## src/rtl/ppr_pkg.sv

```systemverilog
// Package for the Poisson potential relaxation block.
// Shared types and constants: register indexes, item kinds, controller command and status.
package ppr_pkg;

  localparam int CFG_IW = 2;
  localparam int CFG_DW = 32;

  localparam logic [CFG_IW-1:0] CFG_NUM_LAYERS = 2'd0;
  localparam logic [CFG_IW-1:0] CFG_LOWER_MODE = 2'd1;
  localparam logic [CFG_IW-1:0] CFG_UPPER_MODE = 2'd2;
  localparam logic [CFG_IW-1:0] CFG_PRE_FACTOR = 2'd3;

  localparam logic [1:0] BND_SURFACE  = 2'd0;
  localparam logic [1:0] BND_PERIODIC = 2'd3;

  localparam logic FUNC_WRITE   = 1'b0;
  localparam logic FUNC_COMPUTE = 1'b1;

  // numerator magnitude width and divider step counter width
  localparam int NUM_W = 68;
  localparam int CNT_W = 7;

  localparam logic [1:0] SLOT0 = 2'd0;
  localparam logic [1:0] SLOT1 = 2'd1;
  localparam logic [1:0] SLOT2 = 2'd2;

  typedef enum logic [2:0] {
    K_COPY,
    K_LSURF,
    K_USURF,
    K_INT,
    K_RANGE
  } ppr_kind_t;

  typedef struct packed {
    logic [1:0] rd_sel;
    logic       cap0;
    logic       cap1;
    logic       cap2;
    logic       wt;
    logic       mul;
    logic       num;
    logic       div_step;
    logic       load;
  } ppr_cmd_t;

  typedef struct packed {
    logic do_div;
    logic div_last;
    logic out_busy;
  } ppr_sts_t;

endpackage

```

## src/rtl/ppr_ctrl.sv

```systemverilog
// Sequencer for the Poisson relaxation block.
// Uses ppr_pkg command/status types; drives the datapath step by step.
module ppr_ctrl import ppr_pkg::*; (
  input  logic     clk,
  input  logic     rst,
  input  logic     start,
  input  ppr_sts_t sts,
  output logic     in_ready,
  output ppr_cmd_t cmd
);

  typedef enum logic [9:0] {
    S_IDLE = 10'b00_0000_0001,
    S_RD0  = 10'b00_0000_0010,
    S_RD1  = 10'b00_0000_0100,
    S_RD2  = 10'b00_0000_1000,
    S_CAP  = 10'b00_0001_0000,
    S_WT   = 10'b00_0010_0000,
    S_MUL  = 10'b00_0100_0000,
    S_NUM  = 10'b00_1000_0000,
    S_DIV  = 10'b01_0000_0000,
    S_DONE = 10'b10_0000_0000
  } state_t;

  state_t state, state_next;

  always_ff @(posedge clk) begin
    if (rst) begin
      state <= S_IDLE;
    end else begin
      state <= state_next;
    end
  end

  always_comb begin
    state_next = state;
    case (state)
      S_IDLE: if (start) state_next = S_RD0;
      S_RD0:  state_next = S_RD1;
      S_RD1:  state_next = S_RD2;
      S_RD2:  state_next = S_CAP;
      S_CAP:  state_next = S_WT;
      S_WT:   state_next = sts.do_div ? S_MUL : S_DONE;
      S_MUL:  state_next = S_NUM;
      S_NUM:  state_next = S_DIV;
      S_DIV:  if (sts.div_last) state_next = S_DONE;
      S_DONE: if (!sts.out_busy) state_next = S_IDLE;
      default: state_next = S_IDLE;
    endcase
  end

  always_comb begin
    cmd = '0;
    cmd.rd_sel = SLOT0;
    case (state)
      S_RD1: begin
        cmd.rd_sel = SLOT1;
        cmd.cap0 = 1'b1;
      end
      S_RD2: begin
        cmd.rd_sel = SLOT2;
        cmd.cap1 = 1'b1;
      end
      S_CAP:  cmd.cap2 = 1'b1;
      S_WT:   cmd.wt = 1'b1;
      S_MUL:  cmd.mul = 1'b1;
      S_NUM:  cmd.num = 1'b1;
      S_DIV:  cmd.div_step = 1'b1;
      S_DONE: cmd.load = !sts.out_busy;
      default: ;
    endcase
  end

  assign in_ready = (state == S_IDLE);

endmodule

```

## config.mk

```make
export PLATFORM = sky130hd
export DESIGN_NAME = ppr_ctrl
export DESIGN_NICKNAME = d
export VERILOG_FILES = /design/src/rtl/ppr_pkg.sv /design/src/rtl/ppr_ctrl.sv
export SDC_FILE = /design/constraint.sdc
export NUM_CORES = 1
export LEC_CHECK = 0
export BUFFER_PORTS_ARGS = -buffer_cell sky130_fd_sc_hd__clkbuf_2
export CAP_MARGIN = 10
export CORE_MARGIN = 5
export CORE_UTILIZATION = 30
export CTS_CLUSTER_DIAMETER = 200
export CTS_CLUSTER_SIZE = 10
export DETAILED_ROUTE_END_ITERATION = 10
export HOLD_SLACK_MARGIN = 0.02
export PLACE_DENSITY_LB_ADDON = 0.25
export SKIP_LAST_GASP = 1
export SLEW_MARGIN = 20
export SYNTH_ARGS = -nofsm -noshare
export SYNTH_HDL_FRONTEND = slang
export SYNTH_SLANG_ARGS = --single-unit
```

## constraint.sdc

```tcl
create_clock -name clk -period 1.72 [get_ports clk]
set_clock_uncertainty 0.1 [all_clocks]
set_input_delay 0.344 -clock clk [delete_from_list [all_inputs] [get_ports clk]]
set_output_delay 0.344 -clock clk [all_outputs]
set_load 0.05 [all_outputs]
```

==> impl_metrics.ini <==
[global_routing]
first_global_vias = 844
antenna_found_initial = 0
grt_max_degree = 10
gr-total-overflow = 0
grt_use_total_pct = 15.1
grt_pass1_wl_um = 3880

[power]
p_comb_share_pct = 53.2
p_leak_nw = 0.616
switchingPower_mw = 0.404
swShare_pct = 37.8
pwr-share-seq_pct = 26.0
vdd_ir_drop_max_mv = 0.961
p_clk_share_pct = 20.7
internal-power_mw = 0.665
p_per_area_nw_per_um2 = 709

[timing]
timing.final.ws_setup_ps = -343
hold_violations = 0
finalMaxSlewViolations = 0
max_slew_margin_pct = 74.7
whs_ps = 240
fmax_mhz = 485
min_period_ps = 2060
rsz0062_at_grt = yes
timing.final.crit_share_pct = 120
worstMarginPinSlew_ps = 379
setup_viol = 13

[critical_path]
cp-end-kind = output pin
max_stage_delay_ps = 360
critPathKind = flop to output pin
reg2reg_depth = 6
crit_family = simple AND/OR/NAND/NOR gates
worstPathCellList = nor4_4, nand2_2, nor4b_4, buf_12
critical_path_buf_inv_count = 1
arrival_ps = 1620
cp_slowest_cell = dfxtp_4
critPathMaxFanout = 4
path_depth = 4
critPathRequiredTime_ps = 1280
cp-start-kind = flop

[route]
firstDrtPassIters = 4
drt-total-wl_um = 2470
routed_via_density = 5.12
vias = 804
drc = 0
detail-route-antenna-nets = 0
drt-initial-drc-count = 8
wl_per_cell_um = 15.7

[final_layout]
stdcell_count = 157
post-route-util_pct = 67.5
layout-drive-gt1-share_pct = 78.3
top_regs = state: 10 flops
area_growth_pct = 113
regMostFlops = state
n_antenna_cell = 0
layout.nets = 136
largest_register_ffs = 10

[outcome]
violations = setup timing
outcome = finished, violations left

[logic_synthesis]
netlist.area_leader.share_pct = 28.3
ys_ff_latch = 10
yosys_warnings = 0
yosys-top-cells-area = dfxtp_1 (28%), nor4b_1 (8.7%), buf_4 (4.2%)
netlist_area_um2 = 707
yosysUniqueCellTypes = 33
yosys.area.top_type = dfxtp_1
ys_seq_area_share_pct = 28.3
synth_nets = 80
synth_cells = 74
syn_area_per_cell_um2 = 9.55

[place]
placed_cells = 137
gp_congestion = 0.785
dp_hpwl_um = 1620
port_buffers = 16

[hold_path]
hold_class = input pin to flop
worstHoldPathCells = 2

[floorplanning]
fp.dieArea_um2 = 3430
ios = 17
die_w_um = 58.5
placementRows = 17
die_h_um = 58.5
start_util_pct = 31.7
placeableCoreArea_um2 = 2230

[clocking]
clk_latency_ps = 280
cts_made_buffers = 3
clockRootBuffer = clkbuf_4
clk_pin_slew_ps = 70
clk_path_buf_depth = 2
cts_tree = yes
cts_sinks = 10
htree_levels = 1

[job]
cap_violations = 0
==> area by class of cell <==
cell class / count / area [um^2]
flip-flops and latches: 10 / 219
well taps: 28 / 35.0
multi-input cells: 57 / 658
repair buffers: 55 / 548
fillers: 169 / 726
clock buffers: 4 / 36.3
inverters: 3 / 11.3
==> cells in the mapped netlist (all sizes together) <==
master / instances
a211oi: 1
a2bb2oi: 1
a311o: 1
and3b: 3
and4b: 1
and4bb: 2
buf: 4
dfxtp: 10
inv: 3
nand2: 3
nand2b: 3
nand3: 2
nand3b: 1
nor2: 3
nor3: 7
nor4: 4
nor4b: 7
nor4bb: 1
o21ai: 5
o21ba: 1
o311ai: 1
o32ai: 1
or2b: 2
or3: 1
or3b: 1
or4: 2
or4b: 1
xor2: 2
==> routing by layer <==
metal	up-vias	wire (um)	GRT usage [%]	share of wire [%]
li1	401	-	-	-
met1	381	931	16.6	38
met2	17	1370	26.3	56
met3	5	120	5.04	4.9
met4	0	44	5.96	1.8
met5	-	0	0	0
==> worst register-to-register path, stage by stage (launching register included) <==
cell	delay, ps
dfxtp_4	360
nor4_4	330
buf_4	180
nand2_4	70
buf_4	140
or4_1	460
o21ai_1	80
==> placed cells by master, fill, tap and decap left out, types with 3 or more instances in the layout <==
cell type / n
clkbuf_4: 3
buf_4: 32
buf_12: 7
nand2b_1: 3
nor4b_2: 3
o21ai_0: 3
buf_8: 5
dfxtp_2: 3
dfxtp_1: 3
clkbuf_2: 5
nor4b_4: 3
nor3_4: 4
and3b_1: 3
buf_6: 6
dfxtp_4: 4
==> kinds of logic (layout without fill, tap and decap cells) <==
logic type,Yosys count,after routing,share of synthesized area [%]
DFF,10,10,28.3
and+or+nand+nor,44,44,49.2
AOI/OAI and AO/OA,11,11,14.2
xor gates and xnor gates,2,2,2.48
buffers and inverters,7,62,5.84
==> through the flow <==
stage          worst slack, ps  power (mW)  setup TNS (ps)  cell area (um^2)
2_1_floorplan             -225       0.545           -1630               811
3_3_place_gp             -64.1       0.678            -435              1160
3_5_place_dp              -114       0.685            -692              1160
4_1_cts                   -327        1.02           -2830              1420
5_1_grt                   -448        1.12           -4560              1510
6_report                  -343        1.07           -3360              1510
==> what timing repair did <==
| action | CTS | global route |
|---|---|---|
| endpoints found under the setup margin | 14 | 18 |
| buffers inserted | 10 | 7 |
| gates resized for setup | 36 | 14 |
| hold buffers | 0 | 0 |
| pin swaps | 13 | 10 |
==> path summary, 6_finish.rpt <==
check / startpoint / end / slack [ps]
setup / recovery: state[3] / cmd[5] / -340
hold / removal: sts[2] / state[6] / 240
setup reg to reg: state[3] / state[0] / -70
hold reg to reg: state[4] / state[2] / 450
==> power groups by stage <==
stage          Combinational (mW)  Clock, mW  Sequential (mW)
2_1_floorplan               0.253          0            0.292
3_3_place_gp                0.398          0            0.281
3_5_place_dp                0.404          0            0.281
4_1_cts                     0.521      0.224            0.277
5_1_grt                     0.600      0.240            0.283
6_report                    0.569      0.222            0.278
No activity file was read; power rests on OpenSTA's default activity.
